[config.mk]
export PLATFORM = sky130hd
export DESIGN_NAME = line_splice_comment_strip_core
export DESIGN_NICKNAME = d
export VERILOG_FILES = /design/src/design/lscs_pkg.sv /design/src/design/lscs_front.sv /design/src/design/lscs_queue.sv /design/src/design/lscs_back.sv /design/src/design/line_splice_comment_strip_core.sv
export SDC_FILE = /design/constraint.sdc
export NUM_CORES = 1
export LEC_CHECK = 0
export ABC_CLOCK_PERIOD_IN_PS = 11900
export CAP_MARGIN = 20
export CORE_AREA = 2 2 106 133
export CTS_CLUSTER_DIAMETER = 100
export DETAILED_ROUTE_END_ITERATION = 10
export DIE_AREA = 0 0 108 135
export DONT_BUFFER_PORTS = 1
export GPL_ROUTABILITY_DRIVEN = 0
export PLACE_DENSITY = 0.74
export SLEW_MARGIN = 20
export SYNTH_ARGS = -nofsm -noshare
export SYNTH_HDL_FRONTEND = slang
export SYNTH_HIERARCHICAL = 1
export SYNTH_SLANG_ARGS = --single-unit
[constraint.sdc]
create_clock -name clock -period 11.9 [get_ports clock]
set_clock_uncertainty 0.1 [all_clocks]
set_input_delay 2.975 -clock clock [delete_from_list [all_inputs] [get_ports clock]]
set_output_delay 2.975 -clock clock [all_outputs]
set_load 0.01 [all_outputs]
[src/design/lscs_pkg.sv]
// ----------------------------------------------------------------------------
// lscs_pkg
// Shared types and constants for the line splice and comment strip filter.
// ----------------------------------------------------------------------------
package lscs_pkg;

   localparam int BYTE_W     = 8;
   localparam int CSR_ADDR_W = 3;
   localparam int CSR_DATA_W = 32;

   localparam logic [BYTE_W-1:0] BACKSLASH = 8'h5C;
   localparam logic [BYTE_W-1:0] NEWLINE   = 8'h0A;

   localparam logic [BYTE_W-1:0] CHAR_MASK_RESET    = 8'hFF;
   localparam logic [BYTE_W-1:0] COMMENT_CHAR_RESET = 8'h23;

   // register index, taken from csr_paddr[2]
   localparam logic REG_CHAR_MASK    = 1'b0;
   localparam logic REG_COMMENT_CHAR = 1'b1;

   // command codes
   localparam logic CMD_DATA = 1'b0;
   localparam logic CMD_END  = 1'b1;

   // results of one transaction, handed from front to back
   typedef struct packed {
      logic [1:0]              cnt;
      logic                    is_end;
      logic [2:0][BYTE_W-1:0]  bytes;
   } bundle_type;

endpackage

[src/design/lscs_front.sv]
// ----------------------------------------------------------------------------
// lscs_front
// Accepts input transactions, runs the splice and comment state machine and
// writes the up to three resulting bytes of each transaction to the queue.
// ----------------------------------------------------------------------------
module lscs_front (
   input  logic                       clock,
   input  logic                       reset,
   input  logic                       req_valid,
   output logic                       req_stall,
   input  logic                       req_command,
   input  logic [lscs_pkg::BYTE_W-1:0] req_raw_byte,
   input  logic [lscs_pkg::BYTE_W-1:0] char_mask,
   input  logic [lscs_pkg::BYTE_W-1:0] comment_char,
   input  logic                       q_full,
   output logic                       push,
   output lscs_pkg::bundle_type       bundle
);

   typedef enum logic [3:0] {
      PH_START  = 4'b0001,
      PH_TEXT   = 4'b0010,
      PH_NLHELD = 4'b0100,
      PH_SKIP   = 4'b1000
   } phase_type;

   typedef struct packed {
      phase_type                   phase;
      logic [1:0]                  n;
      logic [lscs_pkg::BYTE_W-1:0] b0;
      logic [lscs_pkg::BYTE_W-1:0] b1;
   } feed_type;

   // second layer: one spliced byte
   function automatic feed_type feed(input phase_type ph,
                                     input logic [lscs_pkg::BYTE_W-1:0] x,
                                     input logic [lscs_pkg::BYTE_W-1:0] cc);
      feed_type r;
      logic     go_on;
      r.phase = ph;
      r.n     = 2'd0;
      r.b0    = '0;
      r.b1    = '0;
      go_on   = 1'b1;
      unique case (ph)
         PH_SKIP: begin
            if (x == lscs_pkg::NEWLINE) r.phase = PH_NLHELD;
            go_on = 1'b0;
         end
         PH_NLHELD: begin
            if (x == cc) begin
               r.phase = PH_SKIP;
               go_on   = 1'b0;
            end else begin
               r.b0 = lscs_pkg::NEWLINE;
               r.n  = 2'd1;
            end
         end
         default: begin
         end
      endcase
      if (go_on) begin
         if (x == lscs_pkg::NEWLINE) begin
            r.phase = PH_NLHELD;
         end else begin
            r.phase = PH_TEXT;
            if (r.n == 2'd0) r.b0 = x;
            else r.b1 = x;
            r.n = r.n + 2'd1;
         end
      end
      return r;
   endfunction

   phase_type                   phase_ff, phase_in;
   logic                        held_ff, held_in;
   logic [lscs_pkg::BYTE_W-1:0] masked;
   logic [2:0][lscs_pkg::BYTE_W-1:0] emit;
   logic [1:0]                  n;
   logic                        end_mark;
   logic                        do_splice;
   logic                        nl_eaten;
   logic                        req_accept;
   feed_type                    f1, f2;

   assign req_stall  = q_full;
   assign req_accept = req_valid && !req_stall;
   assign masked     = req_raw_byte & char_mask;

   always_comb begin
      phase_in  = phase_ff;
      held_in   = held_ff;
      emit      = '0;
      n         = 2'd0;
      end_mark  = 1'b0;
      do_splice = 1'b0;
      nl_eaten  = 1'b0;
      f1        = feed(phase_ff, lscs_pkg::BACKSLASH, comment_char);
      f2        = f1;
      if (req_command == lscs_pkg::CMD_END) begin
         if (phase_in != PH_START && held_in) begin
            f1       = feed(phase_in, lscs_pkg::BACKSLASH, comment_char);
            phase_in = f1.phase;
            if (f1.n != 2'd0) begin
               emit[n] = f1.b0;
               n       = n + 2'd1;
            end
            if (f1.n == 2'd2) begin
               emit[n] = f1.b1;
               n       = n + 2'd1;
            end
         end
         if (phase_in == PH_NLHELD) begin
            emit[n] = lscs_pkg::NEWLINE;
            n       = n + 2'd1;
         end
         emit[n]  = '0;
         n        = n + 2'd1;
         end_mark = 1'b1;
         phase_in = PH_START;
         held_in  = 1'b0;
      end else begin
         if (phase_in == PH_START) begin
            held_in = 1'b0;
            if (masked == comment_char) begin
               phase_in = PH_SKIP;
            end else begin
               phase_in  = PH_TEXT;
               do_splice = 1'b1;
            end
         end else begin
            do_splice = 1'b1;
         end
         if (do_splice) begin
            if (held_in) begin
               held_in = 1'b0;
               if (masked == lscs_pkg::NEWLINE) begin
                  nl_eaten = 1'b1;
               end else begin
                  f1       = feed(phase_in, lscs_pkg::BACKSLASH, comment_char);
                  phase_in = f1.phase;
                  if (f1.n != 2'd0) begin
                     emit[n] = f1.b0;
                     n       = n + 2'd1;
                  end
                  if (f1.n == 2'd2) begin
                     emit[n] = f1.b1;
                     n       = n + 2'd1;
                  end
               end
            end
            if (!nl_eaten) begin
               if (masked == lscs_pkg::BACKSLASH) begin
                  held_in = 1'b1;
               end else begin
                  f2       = feed(phase_in, masked, comment_char);
                  phase_in = f2.phase;
                  if (f2.n != 2'd0) begin
                     emit[n] = f2.b0;
                     n       = n + 2'd1;
                  end
                  if (f2.n == 2'd2) begin
                     emit[n] = f2.b1;
                     n       = n + 2'd1;
                  end
               end
            end
         end
      end
   end

   assign bundle.cnt    = n;
   assign bundle.is_end = end_mark;
   assign bundle.bytes  = emit;
   assign push          = req_accept && (n != 2'd0);

   always_ff @(posedge clock) begin
      if (reset) begin
         phase_ff <= PH_START;
         held_ff  <= 1'b0;
      end else if (req_accept) begin
         phase_ff <= phase_in;
         held_ff  <= held_in;
      end
   end

   a_end_restarts: assert property (@(posedge clock) disable iff (reset)
      (req_accept && req_command == lscs_pkg::CMD_END) |=>
         (phase_ff == PH_START && !held_ff))
      else $error("end transaction did not return to start state");

   a_end_pushes: assert property (@(posedge clock) disable iff (reset)
      (req_accept && req_command == lscs_pkg::CMD_END) |->
         (push && bundle.is_end && bundle.cnt != 2'd0))
      else $error("end transaction without end marker bundle");

endmodule

[src/design/lscs_queue.sv]
// ----------------------------------------------------------------------------
// lscs_queue
// Short first-in first-out queue of result bundles between front and back.
// ----------------------------------------------------------------------------
module lscs_queue #(
   parameter int DEPTH = 4
) (
   input  logic                 clock,
   input  logic                 reset,
   input  logic                 push,
   input  lscs_pkg::bundle_type push_data,
   input  logic                 pop,
   output lscs_pkg::bundle_type pop_data,
   output logic                 full,
   output logic                 empty
);

   localparam int PTR_W = (DEPTH > 1) ? $clog2(DEPTH) : 1;
   localparam int CNT_W = $clog2(DEPTH + 1);
   localparam logic [PTR_W-1:0] LAST_SLOT = PTR_W'(DEPTH - 1);
   localparam logic [CNT_W-1:0] FULL_CNT  = CNT_W'(DEPTH);

   lscs_pkg::bundle_type mem_ff [DEPTH];
   logic [PTR_W-1:0]     wr_ptr_ff, rd_ptr_ff;
   logic [CNT_W-1:0]     count_ff;

   assign full     = (count_ff == FULL_CNT);
   assign empty    = (count_ff == '0);
   assign pop_data = mem_ff[rd_ptr_ff];

   always_ff @(posedge clock) begin
      if (push) mem_ff[wr_ptr_ff] <= push_data;
   end

   always_ff @(posedge clock) begin
      if (reset) begin
         wr_ptr_ff <= '0;
         rd_ptr_ff <= '0;
         count_ff  <= '0;
      end else begin
         if (push) wr_ptr_ff <= (wr_ptr_ff == LAST_SLOT) ? '0 : wr_ptr_ff + 1'b1;
         if (pop)  rd_ptr_ff <= (rd_ptr_ff == LAST_SLOT) ? '0 : rd_ptr_ff + 1'b1;
         if (push && !pop)      count_ff <= count_ff + 1'b1;
         else if (pop && !push) count_ff <= count_ff - 1'b1;
      end
   end

endmodule

[src/design/lscs_back.sv]
// ----------------------------------------------------------------------------
// lscs_back
// Takes bundles from the queue and sends their bytes one per transaction on
// the result channel through an output register.
// ----------------------------------------------------------------------------
module lscs_back (
   input  logic                        clock,
   input  logic                        reset,
   input  lscs_pkg::bundle_type        head,
   input  logic                        empty,
   output logic                        pop,
   output logic                        rsp_valid,
   input  logic                        rsp_stall,
   output logic [lscs_pkg::BYTE_W-1:0] rsp_out_byte,
   output logic                        rsp_is_end,
   output logic                        rsp_last
);

   logic [1:0]                  pos_ff;
   logic                        valid_ff;
   logic [lscs_pkg::BYTE_W-1:0] byte_ff;
   logic                        is_end_ff, last_ff;
   logic                        load, at_last;

   assign load    = !empty && (!valid_ff || !rsp_stall);
   assign at_last = (pos_ff == head.cnt - 2'd1);
   assign pop     = load && at_last;

   always_ff @(posedge clock) begin
      if (reset) begin
         valid_ff <= 1'b0;
         pos_ff   <= 2'd0;
      end else begin
         if (load) begin
            valid_ff <= 1'b1;
            pos_ff   <= at_last ? 2'd0 : pos_ff + 2'd1;
         end else if (!rsp_stall) begin
            valid_ff <= 1'b0;
         end
      end
   end

   always_ff @(posedge clock) begin
      if (load) begin
         byte_ff   <= head.bytes[pos_ff];
         is_end_ff <= head.is_end && at_last;
         last_ff   <= at_last;
      end
   end

   assign rsp_valid    = valid_ff;
   assign rsp_out_byte = byte_ff;
   assign rsp_is_end   = is_end_ff;
   assign rsp_last     = last_ff;

   a_end_is_last: assert property (@(posedge clock) disable iff (reset)
      (valid_ff && is_end_ff) |-> (last_ff && byte_ff == '0))
      else $error("end marker not last or not zero");

   a_pos_in_bundle: assert property (@(posedge clock) disable iff (reset)
      !empty |-> (pos_ff < head.cnt))
      else $error("byte position beyond bundle");

endmodule

[src/design/line_splice_comment_strip_core.sv]
// ----------------------------------------------------------------------------
// line_splice_comment_strip_core
// Text filter that deletes backslash-newline pairs and drops comment lines.
//
// req channel: one transaction per raw byte (command data) or per end of
// input (command end). req_stall is high only while the bundle queue is full.
// rsp channel: zero to three byte transactions per input transaction; last
// marks the final one of each input, is_end marks the end marker.
// A data transaction is classified in the cycle it is accepted; its
// results pass through the bundle queue and the output register before
// they appear on rsp. Input is taken at one transaction per cycle while
// the queue is not full; the result side moves one byte per cycle while
// rsp is not stalled, so the output register sends an input's results
// one at a time and the queue of QUEUE_DEPTH bundles absorbs the difference.
// Stalling rsp holds the output register; input continues until the queue
// fills. Reset empties the queue and output, returns the filter to the
// stream start state and sets char_mask to 0xff and comment_char to '#'.
// csr port: char_mask at address 0, comment_char at address 4.
// ----------------------------------------------------------------------------
module line_splice_comment_strip_core #(
   parameter int QUEUE_DEPTH = 4
) (
   input  logic                            clock,
   input  logic                            reset,
   input  logic                            req_valid,
   output logic                            req_stall,
   input  logic                            req_command,
   input  logic [lscs_pkg::BYTE_W-1:0]     req_raw_byte,
   output logic                            rsp_valid,
   input  logic                            rsp_stall,
   output logic [lscs_pkg::BYTE_W-1:0]     rsp_out_byte,
   output logic                            rsp_is_end,
   output logic                            rsp_last,
   input  logic                            csr_psel,
   input  logic                            csr_penable,
   input  logic                            csr_pwrite,
   input  logic [lscs_pkg::CSR_ADDR_W-1:0] csr_paddr,
   input  logic [lscs_pkg::CSR_DATA_W-1:0] csr_pwdata,
   output logic [lscs_pkg::CSR_DATA_W-1:0] csr_prdata,
   output logic                            csr_pready
);

   logic [lscs_pkg::BYTE_W-1:0] char_mask_ff, comment_char_ff;
   logic                        csr_write;
   logic                        push, pop, q_full, q_empty;
   lscs_pkg::bundle_type        push_data, head;

   assign csr_pready = 1'b1;
   assign csr_write  = csr_psel && csr_penable && csr_pwrite && csr_pready;

   always_ff @(posedge clock) begin
      if (reset) begin
         char_mask_ff    <= lscs_pkg::CHAR_MASK_RESET;
         comment_char_ff <= lscs_pkg::COMMENT_CHAR_RESET;
      end else if (csr_write) begin
         if (csr_paddr[2] == lscs_pkg::REG_CHAR_MASK)
            char_mask_ff <= csr_pwdata[lscs_pkg::BYTE_W-1:0];
         else
            comment_char_ff <= csr_pwdata[lscs_pkg::BYTE_W-1:0];
      end
   end

   always_comb begin
      if (csr_paddr[2] == lscs_pkg::REG_COMMENT_CHAR)
         csr_prdata = {{(lscs_pkg::CSR_DATA_W-lscs_pkg::BYTE_W){1'b0}}, comment_char_ff};
      else
         csr_prdata = {{(lscs_pkg::CSR_DATA_W-lscs_pkg::BYTE_W){1'b0}}, char_mask_ff};
   end

   lscs_front u_front (
      .clock        (clock),
      .reset        (reset),
      .req_valid    (req_valid),
      .req_stall    (req_stall),
      .req_command  (req_command),
      .req_raw_byte (req_raw_byte),
      .char_mask    (char_mask_ff),
      .comment_char (comment_char_ff),
      .q_full       (q_full),
      .push         (push),
      .bundle       (push_data)
   );

   lscs_queue #(
      .DEPTH (QUEUE_DEPTH)
   ) u_queue (
      .clock     (clock),
      .reset     (reset),
      .push      (push),
      .push_data (push_data),
      .pop       (pop),
      .pop_data  (head),
      .full      (q_full),
      .empty     (q_empty)
   );

   lscs_back u_back (
      .clock        (clock),
      .reset        (reset),
      .head         (head),
      .empty        (q_empty),
      .pop          (pop),
      .rsp_valid    (rsp_valid),
      .rsp_stall    (rsp_stall),
      .rsp_out_byte (rsp_out_byte),
      .rsp_is_end   (rsp_is_end),
      .rsp_last     (rsp_last)
   );

endmodule
### After elaboration in Yosys (flattened, before gate mapping)

Memories as Yosys holds them, arrays and structs flattened. A register that Yosys moved wholly into a read port is not among the register bits.
Cells that the tools add are included.

| word-level totals | value |
|---|---|
| flip-flop bits (word level) | 41 |
| RAM bits | 108 |
| word-level logic and storage cells | 271 |
| memories kept | 1 |

| operators by class | value |
|---|---|
| $add $sub $neg | 15 |
| magnitude comparators | 13 |
| eq/ne operators | 21 |
| multiplexer cells | 168 |
| bitwise logic cells | 7 |
| reduce and logical (&&, ||, !) cells | 34 |

Memories:

| memory | depth | width | rd ports | clocked after Yosys merged registers in | write ports | line | text |
|---|---|---|---|---|---|---|---|
| u_queue.mem_ff | 4 | 27 | 1 | 1 | 1 | lscs_queue.sv:23 | `lscs_pkg::bundle_type mem_ff [DEPTH];` |

Operator list:

| cell | count |
|---|---|
| $mux W24 | 20 |
| $mux W22 | 13 |
| $mux W8 | 20 |
| $mux W14 | 8 |
| $bwmux W24 | 4 |
| $demux W8 S2 | 6 |
| $mux W4 | 17 |
| $mux W2 | 31 |
| $mux W10 | 5 |
| $mux W1 | 31 |
| $add A2 B1 Y2 const B | 12 |
| $and A24 B24 Y24 | 1 |
| $not A24 Y24 | 1 |
| $lt A2 B3 Y1 const B | 7 |
| $and A18 B18 Y18 | 1 |
| $mux W18 | 1 |
| $mux W9 | 2 |
| $not A18 Y18 | 1 |
| $bmux W8 S2 | 1 |
| $eq A4 B3 Y1 const B | 4 |
| $logic_and A1 B1 Y1 | 16 |
| $mux W7 | 2 |
| $eq A4 B4 Y1 const B | 3 |
| $ge A2 B1 Y1 const B | 6 |
| 25 further kinds | 45 |

### Depth between registers and ports, before layout

| logic depth | value |
|---|---|
| depth in word-level cells | 54 |
| gate-level depth with buffers | 24 |
| gate-level depth less buffers | 23 |

### Modules after synthesis

The synthesis kept the hierarchy.

Modules (own cells, without submodules):

| module | times used | cells an instance | area each (um^2) | sequential area each (um^2) |
|---|---|---|---|---|
| lscs_queue | 1 | 185 | 4,384.2 | 3,423.3 |
| lscs_front | 1 | 275 | 1,815.5 | 100.1 |
| line_splice_comment_strip_core | 1 | 104 | 965.9 | 320.3 |
| lscs_back | 1 | 62 | 648.1 | 360.3 |

### Worst setup path after synthesis

Ideal clock, no wire load.

| timing | value |
|---|---|
| path type | in2reg |
| start point | in req_raw_byte[1] (netlist bit) |
| end point | reg u_queue.count_ff[2] |
| library setup time | 70 ps |
| data arrival time | 7,298 ps |
| path slack | 4,432 ps |
| stages | 24 |
| path buffers | 1 |
| cells stage by stage | and3_1 -> o22a_1 -> and4_4 -> buf_6 -> nand2_1 -> a21oi_1 -> inv_1 -> ha_1 -> nor2_1 -> ha_1 -> nor2b_1 -> a222oi_1 -> and2_1 -> ha_1 -> nor2_1 -> a31oi_1 -> o21ai_0 -> a31oi_1 -> ha_1 -> inv_1 -> fa_1 -> xor2_1 -> or3_1 -> a21oi_1 |

| on the way | value |
|---|---|
| word-level cells in the longest chain between the ends | 50 |

Ends and longest elaborated chain:

| item | line | text |
|---|---|---|
| start, declared | line_splice_comment_strip_core.sv:28 | `input logic [lscs_pkg::BYTE_W-1:0] req_raw_byte,` |
| $and A8 B8 Y8 * | lscs_front.sv:88 | `assign masked = req_raw_byte & char_mask;` |
| $eq A8 B8 Y1 | lscs_front.sv:51, lscs_front.sv:125 |  |
| $mux W4 | lscs_front.sv:125 | `if (masked == comment_char) begin` |
| $mux W4 | lscs_front.sv:123 | `if (phase_in == PH_START) begin` |
| $mux W4 | lscs_front.sv:100 | `if (req_command == lscs_pkg::CMD_END) begin` |
| $eq A4 B3 Y1 (tied with other cells) | lscs_front.sv:45 | `unique case (ph)` |
| $pmux W1 S2 or $mux W14 (tied branches) | lscs_front.sv:45 |  |
| $mux W1 or $mux W14 (tied branches) | lscs_front.sv:137 | `if (masked == lscs_pkg::NEWLINE) begin` |
| [35 not listed] | - |  |
| $mux W2 * | lscs_front.sv:134 | `if (do_splice) begin` |
| $mux W2 * | lscs_front.sv:100 |  |
| $reduce_bool A2 Y1 * | lscs_front.sv:175 | `assign push = req_accept && (n != 2'd0);` |
| $logic_and A1 B1 Y1 * | lscs_front.sv:175 |  |
| net push | line_splice_comment_strip_core.sv:45 | `logic push, pop, q_full, q_empty;` |
| $logic_not A1 Y1 | lscs_queue.sv:44 | `else if (pop && !push) count_ff <= count_ff - 1'b1;` |
| $logic_and A1 B1 Y1 | lscs_queue.sv:44 |  |
| $reduce_bool A2 Y1 (no source line) | - |  |
| end signal, assigned | lscs_queue.sv:43 | `if (push && !pop) count_ff <= count_ff + 1'b1;` |
| end signal, assigned | lscs_queue.sv:44 |  |
| end, declared | lscs_queue.sv:25 | `logic [CNT_W-1:0] count_ff;` |

The timed path passes the listed nets; every way through them passes the cells marked *. The select of a mux whose other input is x is not followed.
A chain may end at the register's enable or synchronous reset.

### Worst setup path in the final report

Ends and elaborated chain as after synthesis.

==> metrics.txt <==
pwr/cell area=181 mW/mm^2; DRT Pass-1 Iters=5; first-pass GRT wire length=26.7 mm; Critical Path AT=7.97 ns; Final Instance Area=0.00838 sq mm; Hold Crit Depth=2; Clock transition at path regs=0.06 ns; Tmin final=7.73 ns; hold path startpoint=u_queue/count_ff[2]; Synth warnings=6; Mean Syn Cell Area=12.5 sq um; CP Max Fanout=9; die area=0.0146 sq mm; Slowest cell on crit path=a31oi_1; Top Usage Layer GRT=met2; Min-Delay Path Class=reg -> reg; clk sinks=151; layout cells sized above 1=13.7%; WHS Endpoint=u_queue/count_ff[2]; met1 Use GR=28.7%; clock buffer depth=2; Synth Area in XOR/XNOR=0.448%; met3 usage=4.87%; Port Buffers=0; outcome=finished clean; Simple-Gate Fraction of Synth Area=13.2%; dpl hpwl=11.3 mm; Final ANT Viol Nets=0; largest delay contributor family on the critical path=compound AO/OA/AOI/OAI gates; part of the cycle the worst path needs=65.0%; P&R area growth vs syn=7.19%; critical path cell sequence=a21oi_1 -> o22a_1 -> and4_4 -> nand2_1 -> a21oi_1 -> inv_1 -> ha_1 -> nor2_1 -> ha_1 -> nor2b_1 -> a222oi_1 -> and2_1 -> ha_1 -> nor2_1 -> a31oi_1 -> o21ai_0 -> a31oi_1 -> ha_1 -> inv_1 -> fa_1 -> xor2_1 -> or3_1 -> a21oi_1; Post-Synth Adder-Cell Area=3.30%; DRC viols=0; cts hold-fix bufs=0; M2 GR Usage=42.8%; register share of total power=45.8%; clock power share=35.3%; initial antenna violation count=0; Worst Path Required=12.14 ns; r2r endpoint=u_queue/count_ff[2]; leading area contributor after synthesis=edfxtp_1; complex-gate fraction of the synthesized area=9.88%; chip height=135 um; Leak Pwr=2.88 nW; post-synth top area share=45.3%; Netlist cell types=79; worst flop-to-flop path startpoint=comment_char_ff[7]; Rel. slew slack=47.4%; GRT Total Usage=24.0%; GR Overflow Total=0; worst vdd ir=0.0000915 V; logic gate share of total power=18.9%; Routed WL=16.4 mm; worst r2r path cells=23; CTS tree=done; setup TNS=0 ns; Post-synth EDFFs=118; PostCTS Resize Cnt=0; Initial DRC Count=358; top_reg_cell synth=edfxtp_1; Root Driver=clkbuf_16; row cnt=47; DR vias=5071; largest family of logic cells by synthesized area=multiplexers; worst path bufs/invs=2; Seq/Total Area, Yosys=53.8%; RSZ-0062 raised after global routing=no; DP Area=0.00778 sq mm; Synth area leaders=edfxtp_1 45%, dfxtp_1 8.5%, mux4_2 5.8%; synthesized flop and latch total=151; fmax=0.129 GHz; Critical Path Sink Type=flop; Die Width=108 um; setup bufs post-CTS=0; core area=0.0132 sq mm; Cells after Synth=626; Cell Area, Synth=0.00781 sq mm; H-tree depth=4; Net Sw Frac=28.3%; largest net degree at the start of global routing=45; pins over their slew limit=0; multiplexer share of the synthesized area=13.4%; CP Launch Type=primary input; # IOs=96; Crit path top cell by count=ha_1; nets=693; maxcap violations=0; NetSw=0.000429 W; final hold vios=0; Finish-stage setup viols=0; Worst Tran Pin Value=0.783 ns; Skew-Pair Late Insertion Delay=0.41 ns; WL per Instance=20.4 um; vias in the first global route=5196; internal reg-to-reg setup slack=6.03 ns; CTS buffer count=17; P_int=0.00109 W; critical path class=in -> reg; Initial Util=59.1%; Async SR Flop Fraction=0%; Antenna diodes=0; Levels on crit path=23; Crit path largest cell delay=0.53 ns; routed vias/inst=6.29
[cells in the mapped netlist, types with 19 or more instances]
cell / n
mux2i_1: 30
nor2_1: 51
mux4_2: 20
nand2b_1: 19
inv_1: 19
dfxtp_1: 33
ha_1: 19
edfxtp_1: 118
buf_4: 27
nor3_1: 19
a21oi_1: 32
nand2_1: 46
[worst min-delay path: stages (launching register included)]
cell and delay, ns:
dfxtp_1 0.33, o21ai_0 0.08, a21oi_1 0.06
[per-layer routing]
metal	vias up	wire length (um)
met5	-	0
met4	0	416
met3	40	948
met2	217	8700
met1	2499	6350
li1	2315	-
[power groups by stage]
stage	sequential (W)	combinational, W	clock [W]
global route	0.000704	0.000315	0.000566
finish	0.000696	0.000287	0.000536
CTS	0.000698	0.000290	0.000543
global placement	0.000703	0.000277	0
detailed placement	0.000709	0.000288	0
floorplan	0.000684	0.000266	0
[registers in the layout (all words and copies together) (netlist names), named ones only]
name                 cells
char_mask_ff             8
comment_char_ff          8
u_back/pos_ff            2
u_back/rsp_is_end        1
u_back/rsp_last          1
u_back/rsp_out_byte      8
u_back/rsp_valid         1
u_front/held_ff          1
u_front/phase_ff         4
u_queue/count_ff         3
u_queue/mem_ff         108
u_queue/rd_ptr_ff        2
u_queue/wr_ptr_ff        2
[kinds of logic after synthesis]
| kind of cell | after synthesis |
|---|---|
| flip-flops | 151 |
| AO/OA/AOI/OAI | 111 |
| other | 2 |
| AND/OR/NAND/NOR | 198 |
| adder cells (fa/ha/maj) | 20 |
| XOR/XNOR | 4 |
| multiplexers | 67 |
| buffers and inverters | 73 |
[placed cells by master, fill, tap and decap left out, types with 6 or more instances in the layout]
cell type / count
edfxtp_1: 118
nor2_1: 51
nand2_1: 46
dfxtp_1: 33
a21oi_1: 32
mux2i_1: 30
conb_1: 25
mux4_2: 20
nand2b_1: 19
inv_1: 19
nor3_1: 19
ha_1: 19
clkbuf_16: 17
o21ai_1: 12
and2_1: 11
o21ai_0: 11
mux2_2: 10
a31oi_1: 10
nand3_1: 8
and3_1: 8
nand4_1: 7
mux4_1: 7
nor2b_1: 6
buf_4: 6
[how the worst max path moves through the flow]
stage / startpoint / endpoint / slack (ns)
floorplan: req_raw_byte[1] / u_queue/count_ff[2] / 4.43
global placement: req_raw_byte[4] / u_queue/count_ff[2] / 3.90
detailed placement: req_raw_byte[1] / u_queue/count_ff[2] / 3.81
CTS: req_raw_byte[1] / u_queue/count_ff[2] / 4.24
global route: req_raw_byte[0] / u_queue/count_ff[2] / 3.85
finish: req_raw_byte[1] / u_queue/count_ff[2] / 4.17
[stage by stage]
step / std cells / hold WS [ns] / worst slack (ns) / utilization [%] / total power, W
4_1_cts: 806 / 0.410 / 4.24 / 63.3 / 0.00153
3_3_place_gp: 774 / 0.370 / 3.90 / 58.8 / 0.000980
2_1_floorplan: 649 / 0.360 / 4.43 / - / 0.000949
5_1_grt: 806 / 0.451 / 3.85 / 63.3 / 0.00159
3_5_place_dp: 774 / 0.401 / 3.81 / 58.8 / 0.000997
6_report: 806 / 0.415 / 4.17 / 63.3 / 0.00152
[area by class of cell]
cell class	instances	area, sq um
Multi-Input combinational cell	425	3240
Clock inverter	14	164
Clock buffer	18	429
Sequential cell	151	4200
Timing Repair Buffer	6	45.0
Fill cell	1009	4860
Inverter	21	78.8
Tap cell	171	214
(Power assumes the default switching activity.)
